--- src/rtl/omrs_pkg.sv ---
// Types and operation codes of the ordered multiset block.
// Depends on nothing.
`default_nettype none
package omrs_pkg;
  typedef enum logic [2:0] {
    OP_INSERT = 3'd0, OP_DELETE = 3'd1, OP_FIND = 3'd2, OP_LOWER = 3'd3,
    OP_UPPER = 3'd4, OP_PRED = 3'd5, OP_SELECT = 3'd6, OP_RANK = 3'd7
  } op_t;

  typedef struct packed {
    logic [2:0]         operation;
    logic signed [31:0] key;
    logic [7:0]         position;
  } request_t;

  typedef struct packed {
    logic               found;
    logic signed [31:0] result_key;
    logic [8:0]         rank_value;
    logic [7:0]         entry_count;
    logic               full_res;
  } result_t;

  typedef enum logic [2:0] {
    ST_IDLE, ST_SCAN, ST_FETCH, ST_SHIFT, ST_WRITE, ST_DONE
  } state_t;
endpackage
`default_nettype wire

--- src/rtl/ordered_multiset_rank_select.sv ---
// Top level of the ordered multiset: sorted key memory, scan sequencer.
// Depends on omrs_pkg.
//
// channel  | signals                  | handshake
// request  | start, busy, req         | taken when start && !busy
// result   | done, res                | one-cycle strobe, no stall
//
// Count pass over the one-read one-write key memory: every held entry is read
// and compared with the key. Insert or delete then moves entries one at a time,
// each through a read (SHIFT) and a write (WRITE); located queries add a fetch
// (FETCH, WRITE) of the entry found. The result is then posted and done strobes.
// busy holds through the strobe. Reset empties the store (count cleared); memory
// contents are not cleared. The receiver cannot stall.
`default_nettype none
module ordered_multiset_rank_select
  import omrs_pkg::*;
#(
  parameter int CAPACITY = 64
) (
  input  wire logic     clk,
  input  wire logic     rst,
  input  wire logic     start,
  input  wire request_t req,
  output logic          busy,
  output logic          done,
  output result_t       res
);
  localparam int AW = (CAPACITY > 1) ? $clog2(CAPACITY) : 1;

  logic signed [31:0] mem [CAPACITY];
  logic signed [31:0] rd_data;
  logic [AW-1:0]      rd_addr, wr_addr;
  logic               wr_en;
  logic signed [31:0] wr_data;

  always_ff @(posedge clk) begin
    if (wr_en) mem[wr_addr] <= wr_data;
    rd_data <= mem[rd_addr];
  end

  state_t state, state_next;
  request_t cur;
  logic [7:0] held;
  logic [8:0] idx;    // scan / shift index
  logic [8:0] lt, le;
  logic       rd_pend;

  // memory address from the scan/shift counter, or for a fetch from lt, le or the select position
  logic [8:0] fetch_idx;
  logic       is_ins;
  assign is_ins = (cur.operation == OP_INSERT);

  always_comb begin
    fetch_idx = idx;
    case (cur.operation)
      OP_LOWER:  fetch_idx = lt;
      OP_UPPER:  fetch_idx = le;
      OP_PRED:   fetch_idx = lt - 9'd1;
      OP_SELECT: fetch_idx = {1'b0, cur.position} - 9'd1;
      default:   fetch_idx = idx;
    endcase
  end

  always_comb begin
    rd_addr = idx[AW-1:0];
    if (state == ST_FETCH) rd_addr = fetch_idx[AW-1:0];
    else if (state == ST_SHIFT && is_ins) rd_addr = idx[AW-1:0] - AW'(1);
    else if (state == ST_SHIFT) rd_addr = idx[AW-1:0] + AW'(1);
  end

  logic ins_ok, del_ok;
  assign ins_ok = ({1'b0, held} < 9'(CAPACITY));
  assign del_ok = (le > lt);

  logic take;
  assign take = start && !busy;

  always_comb begin
    state_next = state;
    case (state)
      ST_IDLE: if (take) state_next = ST_SCAN;
      ST_SCAN:
        if (idx >= {1'b0, held} && !rd_pend) begin
          case (cur.operation)
            OP_INSERT: state_next = ins_ok ? ST_SHIFT : ST_DONE;
            OP_DELETE: state_next = del_ok ? ST_SHIFT : ST_DONE;
            OP_LOWER, OP_UPPER, OP_PRED, OP_SELECT: state_next = ST_FETCH;
            default: state_next = ST_DONE;
          endcase
        end
      ST_FETCH: state_next = ST_WRITE;
      ST_SHIFT:
        if (is_ins ? (idx <= le) : (idx + 9'd1 >= {1'b0, held}))
          state_next = ST_DONE;
        else state_next = ST_WRITE;
      ST_WRITE: state_next = (cur.operation == OP_INSERT ||
                              cur.operation == OP_DELETE) ? ST_SHIFT : ST_DONE;
      ST_DONE: state_next = ST_IDLE;
      default: state_next = ST_IDLE;
    endcase
  end

  always_comb begin
    wr_en = 1'b0;
    wr_addr = idx[AW-1:0];
    wr_data = rd_data;
    if (state == ST_WRITE && (is_ins || cur.operation == OP_DELETE))
      wr_en = 1'b1;
    if (state == ST_SHIFT && is_ins && idx <= le) begin
      wr_en = 1'b1;
      wr_data = cur.key;
    end
  end

  // result fields
  logic found_w;
  always_comb begin
    case (cur.operation)
      OP_LOWER:  found_w = (lt < {1'b0, held});
      OP_UPPER:  found_w = (le < {1'b0, held});
      OP_PRED:   found_w = (lt != 9'd0);
      OP_SELECT: found_w = (cur.position != 8'd0) && (cur.position <= held);
      default:   found_w = 1'b0;
    endcase
  end

  logic signed [31:0] cmp_key;
  assign cmp_key = rd_data;

  always_ff @(posedge clk) begin
    if (rst) begin
      state <= ST_IDLE;
      held <= '0;
      rd_pend <= 1'b0;
      done <= 1'b0;
    end else begin
      state <= state_next;
      done <= (state == ST_DONE);
      case (state)
        ST_IDLE: if (take) begin
          cur <= req;
          idx <= '0;
          lt <= '0;
          le <= '0;
          rd_pend <= 1'b0;
          res <= '0;
        end
        ST_SCAN: begin
          if (rd_pend) begin
            if (cmp_key < cur.key) lt <= lt + 9'd1;
            if (cmp_key <= cur.key) le <= le + 9'd1;
          end
          rd_pend <= (idx < {1'b0, held});
          if (idx < {1'b0, held}) idx <= idx + 9'd1;
          if (state_next == ST_SHIFT) idx <= is_ins ? {1'b0, held} : lt;
          if (state_next == ST_DONE) begin
            res.entry_count <= held;
            res.full_res <= !ins_ok;
            if (cur.operation == OP_FIND && del_ok) begin
              res.found <= 1'b1;
              res.result_key <= cur.key;
            end
            if (cur.operation == OP_RANK) begin
              res.found <= 1'b1;
              res.rank_value <= lt + 9'd1;
            end
          end
        end
        ST_FETCH: ;
        ST_WRITE: begin
          if (!is_ins && cur.operation != OP_DELETE) begin
            res.found <= found_w;
            res.result_key <= found_w ? rd_data : 32'sd0;
            res.entry_count <= held;
            res.full_res <= !ins_ok;
          end
          if (is_ins) idx <= idx - 9'd1;
          else if (cur.operation == OP_DELETE) idx <= idx + 9'd1;
        end
        ST_SHIFT: if (state_next == ST_DONE) begin
          res.found <= 1'b1;
          res.result_key <= cur.key;
          if (is_ins) begin
            held <= held + 8'd1;
            res.entry_count <= held + 8'd1;
            res.full_res <= ({1'b0, held} + 9'd1 >= 9'(CAPACITY));
          end else begin
            held <= held - 8'd1;
            res.entry_count <= held - 8'd1;
            res.full_res <= 1'b0;
          end
        end
        ST_DONE: ;
        default: ;
      endcase
    end
  end

  assign busy = (state != ST_IDLE) || done;
endmodule
`default_nettype wire

--- config.mk ---
export PLATFORM = sky130hd
export DESIGN_NAME = ordered_multiset_rank_select
export DESIGN_NICKNAME = d
export VERILOG_FILES = /design/src/rtl/omrs_pkg.sv /design/src/rtl/ordered_multiset_rank_select.sv
export SDC_FILE = /design/constraint.sdc
export NUM_CORES = 2
export LEC_CHECK = 0
export ABC_AREA = 1
export BUFFER_PORTS_ARGS = -buffer_cell sky130_fd_sc_hd__buf_2
export CORE_MARGIN = 5
export CORE_UTILIZATION = 25
export DETAILED_ROUTE_END_ITERATION = 8
export PLACE_DENSITY = 0.41
export SYNTH_ARGS = -nofsm -noshare
export SYNTH_HDL_FRONTEND = slang
export SYNTH_SLANG_ARGS = --single-unit
--- constraint.sdc ---
create_clock -name clk -period 7.3 [get_ports clk]
set_input_delay 1.825 -clock clk [delete_from_list [all_inputs] [get_ports clk]]
set_output_delay 1.825 -clock clk [all_outputs]
set_load 0.01 [all_outputs]
# After elaboration in Yosys (flattened, before gate mapping)
# Memory sizes are Yosys's and may differ from the RTL's. A register that Yosys moved wholly into a read port is not among the register bits.
# Cells that the tools add are included.
# Widths: inputs -> output; s select.
# totals
ramBits	2048
word_cells	149
mem_bits_ro	0
out_inout_bits	53
latch_bits	0
inputBits	46
register_bits	134
memories	1
# classes
magnitude_cmp	12
addsub	11
n_mul	0
muxes	49
n_reduce_logical	33
eq_ne	27
shifts	0
n_bitwise	1
div_mod_pow	0
# memory_table
memory	depth	word_bits	read_ports	rd_clocked_by_memory_dff	wr	line_no	rtl
mem	64	32	1	1	1	ordered_multiset_rank_select.sv:30	logic signed [31:0] mem [CAPACITY];
# ops
cell	count
$pmux 33 s4	1
$mux 9	14
$mux 51	2
$mux 33	3
$mux 32	2
$pmux 9 s2	3
$pmux 9 s4	1
$le 32x32->1	1
$lt 32x32->1	1
$add 9x1->9 const B	3
$lt 9x8->1	3
$pmux 9 s3	1
$pmux 6 s4	1
$eq 3x3->1 const B	7
$reduce_and 5->1	4
$ge 9x8->1	2
$mux 6	3
$sub 6x1->6 const B	3
$eq 3x2->1 const B	5
$mux 3	5
$pmux 3 s5	1
$ne 2x2->1 const B	7
$reduce_and 7->1	2
$add 8x1->9 const B	1
33 further kinds	57

# Depth between registers and ports, before layout
# depth
ltp_word	9
ltp_mapped	21
ltp_nobuf	18

# Worst setup path after synthesis
# Ideal clock, no wire load.
# synth_path
kind	register -> register
from	reg le[2]
to	mem mem[0][0] (data pin)
path_stages_with_launch	15
synth_period_minus_slack_ps	5054
slack_ps	2246
arrival_ps	4352
setup_ps	702
cell_sequence	edfxtp_1 > inv_1 > ha_1 > a21oi_1 > o21a_1 > o21ai_0 > nand2_1 > nand2_1 > nand2_1 > nand2_1 > nand2_1 > nand2_1 > clkbuf_1 > clkbuf_1 > o21ai_0
# synth_via
elab_chain_len	3
# synth_lines
item	line_no	rtl
start: declaration	ordered_multiset_rank_select.sv:45	logic [8:0] lt, le;
start signal: assignment	ordered_multiset_rank_select.sv:151	if (cmp_key <= cur.key) le <= le + 9'd1;
$le 9x9->1	ordered_multiset_rank_select.sv:109	if (state == ST_SHIFT && is_ins && idx <= le) begin
$logic_and 1x1->1	ordered_multiset_rank_select.sv:109	
$mux 32	ordered_multiset_rank_select.sv:109	
net wr_data[0]	ordered_multiset_rank_select.sv:34	logic signed [31:0] wr_data;
end: declaration	ordered_multiset_rank_select.sv:30	
# The timed path passes the listed nets, and every way through them passes these cells.

# Final worst setup path
# layout_path
from	reg cur[42] (netlist bit)
to	reg rd_data[10], in the netlist cmp_key[10] (read register of mem)
# layout_via
elab_chain_len	4
# layout_lines
item	line_no	rtl
start: declaration	ordered_multiset_rank_select.sv:42	request_t cur;
start signal: assignment	ordered_multiset_rank_select.sv:141	cur <= req;
branches (longest 3 deep; another with $pmux 6 s4)	n/a	
$mux 6 *	ordered_multiset_rank_select.sv:66	if (state == ST_FETCH) rd_addr = fetch_idx[AW-1:0];
end: declaration	ordered_multiset_rank_select.sv:31	logic signed [31:0] rd_data;
# Mark *: on every way between the ends.
# A chain may end at the register's enable or synchronous reset.

==> impl_metrics.toml <==
[outcome]
status = "completed"

[hold_path]
hold_end = "done"
min_from = "state[0]"
hold_class = "reg -> reg"
whs_path_depth = 2

[clock_network]
cts_tree = "built"
cts_max_level = 5
root_buffer = "clkbuf_16"
clockBufferDepth = 4
cts_num_sinks = 2214
cts_setup_buffers = 0
cts_made_buffers = 263
hold_buffers = 0
cts_resized = 0
path_clk_slew_ns = 0.06
clk_latency_ns = 0.92

[placed_design]
dpl-instance-area_sq_um = 107000
gp_congestion = 0.854
dpl_worst_slack_ns = 1.95
dp_hpwl_mm = 209
io_buffer_count = 98

[drt]
wl_met3_mm = 19.1
ant_nets = 0
met1_length_mm = 162
routed_via_density = 4.69
drc = 0
top_layer = "met5"
via_count = 68800
wl_met2_mm = 164
totalWireLength_mm = 357
drtIter0Drc = 6049
post_drt_wl_per_cell_microns = 24.4
firstDrtPassIters = 6

[synthesis]
yosys_warnings = 0
synthDistinctLibCells = 48
synth-seq-cells = 2214
synthCells = 9200
yosys-top-cells-area = "edfxtp_1, nand3_1, nand2_1, inv_1, nand3b_1"
syn_nets = 9342
seq_area_frac_synth_pct = 66.4
synth_area_per_cell_sq_um = 10.8
post-synth-top-count-cell = "nand3_1"
synthArstFlopShare_pct = 0
synth_area_sq_um = 99500
ys.flop_type = "edfxtp_1"
yosysTopAreaCell = "edfxtp_1"
synth_edf_count = 2169
synth.top_cell.area_share_pct = 65.5
synthTopCellsByCount = "nand3_1, edfxtp_1, nand2_1, inv_1, nand3b_1"

[global_routing]
gr-total-overflow = 0
grt_antenna_before_repair = 12
grt_usage_pct = 16.8
grt_pass1_wl_mm = 506
grt_max_degree = 149
grt_pass1_vias = 66100

[power_and_ir_drop]
intPower_mw = 27.0
power_frac_clock_pct = 27.2
power_switching_mw = 19.0
switching_share_pct = 41.2
fin_total_pwr_mw = 46.0
p_comb_share_pct = 36.7
powerDensity_nw_per_um2 = 400
max-vdd-ir-drop_v = 0.000251
p_leak_nw = 44.1
seq_power_share_pct = 36.1

[worst_setup_path]
rr_worst_depth = 17
reg2reg_slack_ns = 1.77
cp_data_required_time_ns = 8.12
worstSetupPathType = "reg -> reg"
reg2reg_to = "cmp_key[10]"
cp.arrival_ns = 6.35
r2r-start = "cur[42]"
cp-end-kind = "flop"
path_max_fanout = 100
cp-start-kind = "flop"

[sta]
post-route-period-util_pct = 75.8
hold_viol = 0
setup_tns_ns = 0
period_needed_ns = 5.53
max_freq_mhz = 181
setup_violations = 0
rsz0062_at_grt = "no"
setup_ws_ns = 1.77
skew_ns = 0.0706
worst_slew_pin_slew_ns = 1.34
slew_headroom_pct = 10.9
finalMaxSlewViolations = 0

[finish]
drive_gt1_share_pct = 8.44
final_area_sq_um = 115000
nFillCells = 40700
area_growth_syn_to_layout_pct = 15.5
nets = 9362

[floorplan]
die_h_microns = 641
pin_count = 99
start_util_pct = 25.1
dieWidth_microns = 641
fp.coreArea_sq_um = 396000
dieArea_sq_um = 411000
row_count = 231

[job]
cap_viol_max_count = 0
-- cell families (layout without fill, tap and decap cells) --
group                      count (synthesis)  after routing  synth area share, %
adders and majority gates                 96             96                 1.21
other                                      0              4                    0
AOI/OAI and AO/OA                        240            240                 1.32
and+or+nand+nor                         4626           4626                 22.8
xor gates and xnor gates                  16             16                0.141
muxes                                      1              1               0.0101
buffers and inverters                   2007           2219                 8.14
DFF                                     2214           2214                 66.4
-- power groups by stage --
stage / Combinational, mW / Clock [mW] / Sequential [mW]
2_1_floorplan: 9.07 / 0 / 16.9
3_3_place_gp: 17.0 / 0 / 16.9
3_5_place_dp: 17.0 / 0 / 16.9
4_1_cts: 17.1 / 12.8 / 16.6
5_1_grt: 18.1 / 13.4 / 16.6
6_report: 16.9 / 12.5 / 16.6
-- registers in the layout (all words and copies together) (netlist names) --
signal   flops
cmp_key     32
cur         43
done         1
held         8
idx          9
le           9
lt           9
mem       2048
rd_pend      1
res         51
state        3
-- how the worst max path moves through the flow --
| stage | startpoint | end | slack, ns |
|---|---|---|---|
| final | cur[42] | cmp_key[10] | 1.77 |
| after global routing | state[2] | cmp_key[10] | 1.51 |
| after CTS | state[2] | cmp_key[10] | 1.92 |
| after detailed placement | state[2] | cmp_key[10] | 1.95 |
| after global placement | state[2] | cmp_key[10] | 1.96 |
| after floorplan | le[2] | mem[0][0] | 2.25 |
-- stage by stage --
stage / cells / utilization (%) / hold slack [ns]
3_3_place_gp: 14200 / 27.0 / 0.521
3_5_place_dp: 14200 / 27.0 / 0.556
6_report: 14700 / 29.0 / 0.574
2_1_floorplan: 9200 / - / 0.474
5_1_grt: 14700 / 29.0 / 0.595
4_1_cts: 14700 / 29.0 / 0.575
-- cell type report --
type	instances	area, sq um	area share [%]
well taps	5242	6560	5.71
diodes	4	10.0	0.00871
repair buffers	323	2620	2.28
clock inverters	118	951	0.827
flip-flops and latches	2214	66000	57.5
clock buffers	339	7000	6.09
multi-input cells	4979	26300	22.9
inverters	1439	5430	4.72
-- worst max-delay path: stages, from the launching register on --
cell	delay (ns)
edfxtp_1	0.61
nand3_2	0.32
o21ai_1	0.27
inv_1	0.07
ha_1	0.28
a21oi_1	0.20
nor2_1	0.10
nand2_1	0.22
nand2_8	0.19
inv_8	0.66
buf_12	0.32
buf_12	0.35
nand3_1	0.12
nand3_1	0.13
nand3_1	0.28
nand3_1	0.27
nand3_1	0.57
nand2_1	0.22
-- placed cells by master, fill, tap and decap left out, types with 29 or more instances in the layout --
master	instances
clkbuf_16	268
o21ai_0	88
nand3b_1	645
inv_1	1426
o21ai_4	34
clkbuf_1	68
buf_2	98
buf_12	35
dfxtp_1	45
ha_1	96
edfxtp_1	2169
nor2_1	66
nor2_4	67
clkinv_1	51
a21oi_1	69
nand3_1	2209
clkinv_2	34
nand2_1	1569
buf_4	190
nor3_1	29
-- per-layer routing --
layer | track usage, % | vias up
li1 | - | 31500
met1 | 23.5 | 34800
met2 | 27.2 | 1977
met3 | 2.27 | 463
met4 | 5.11 | 4
met5 | 0 | -
Note: power is estimated with default switching activity, not from simulation.
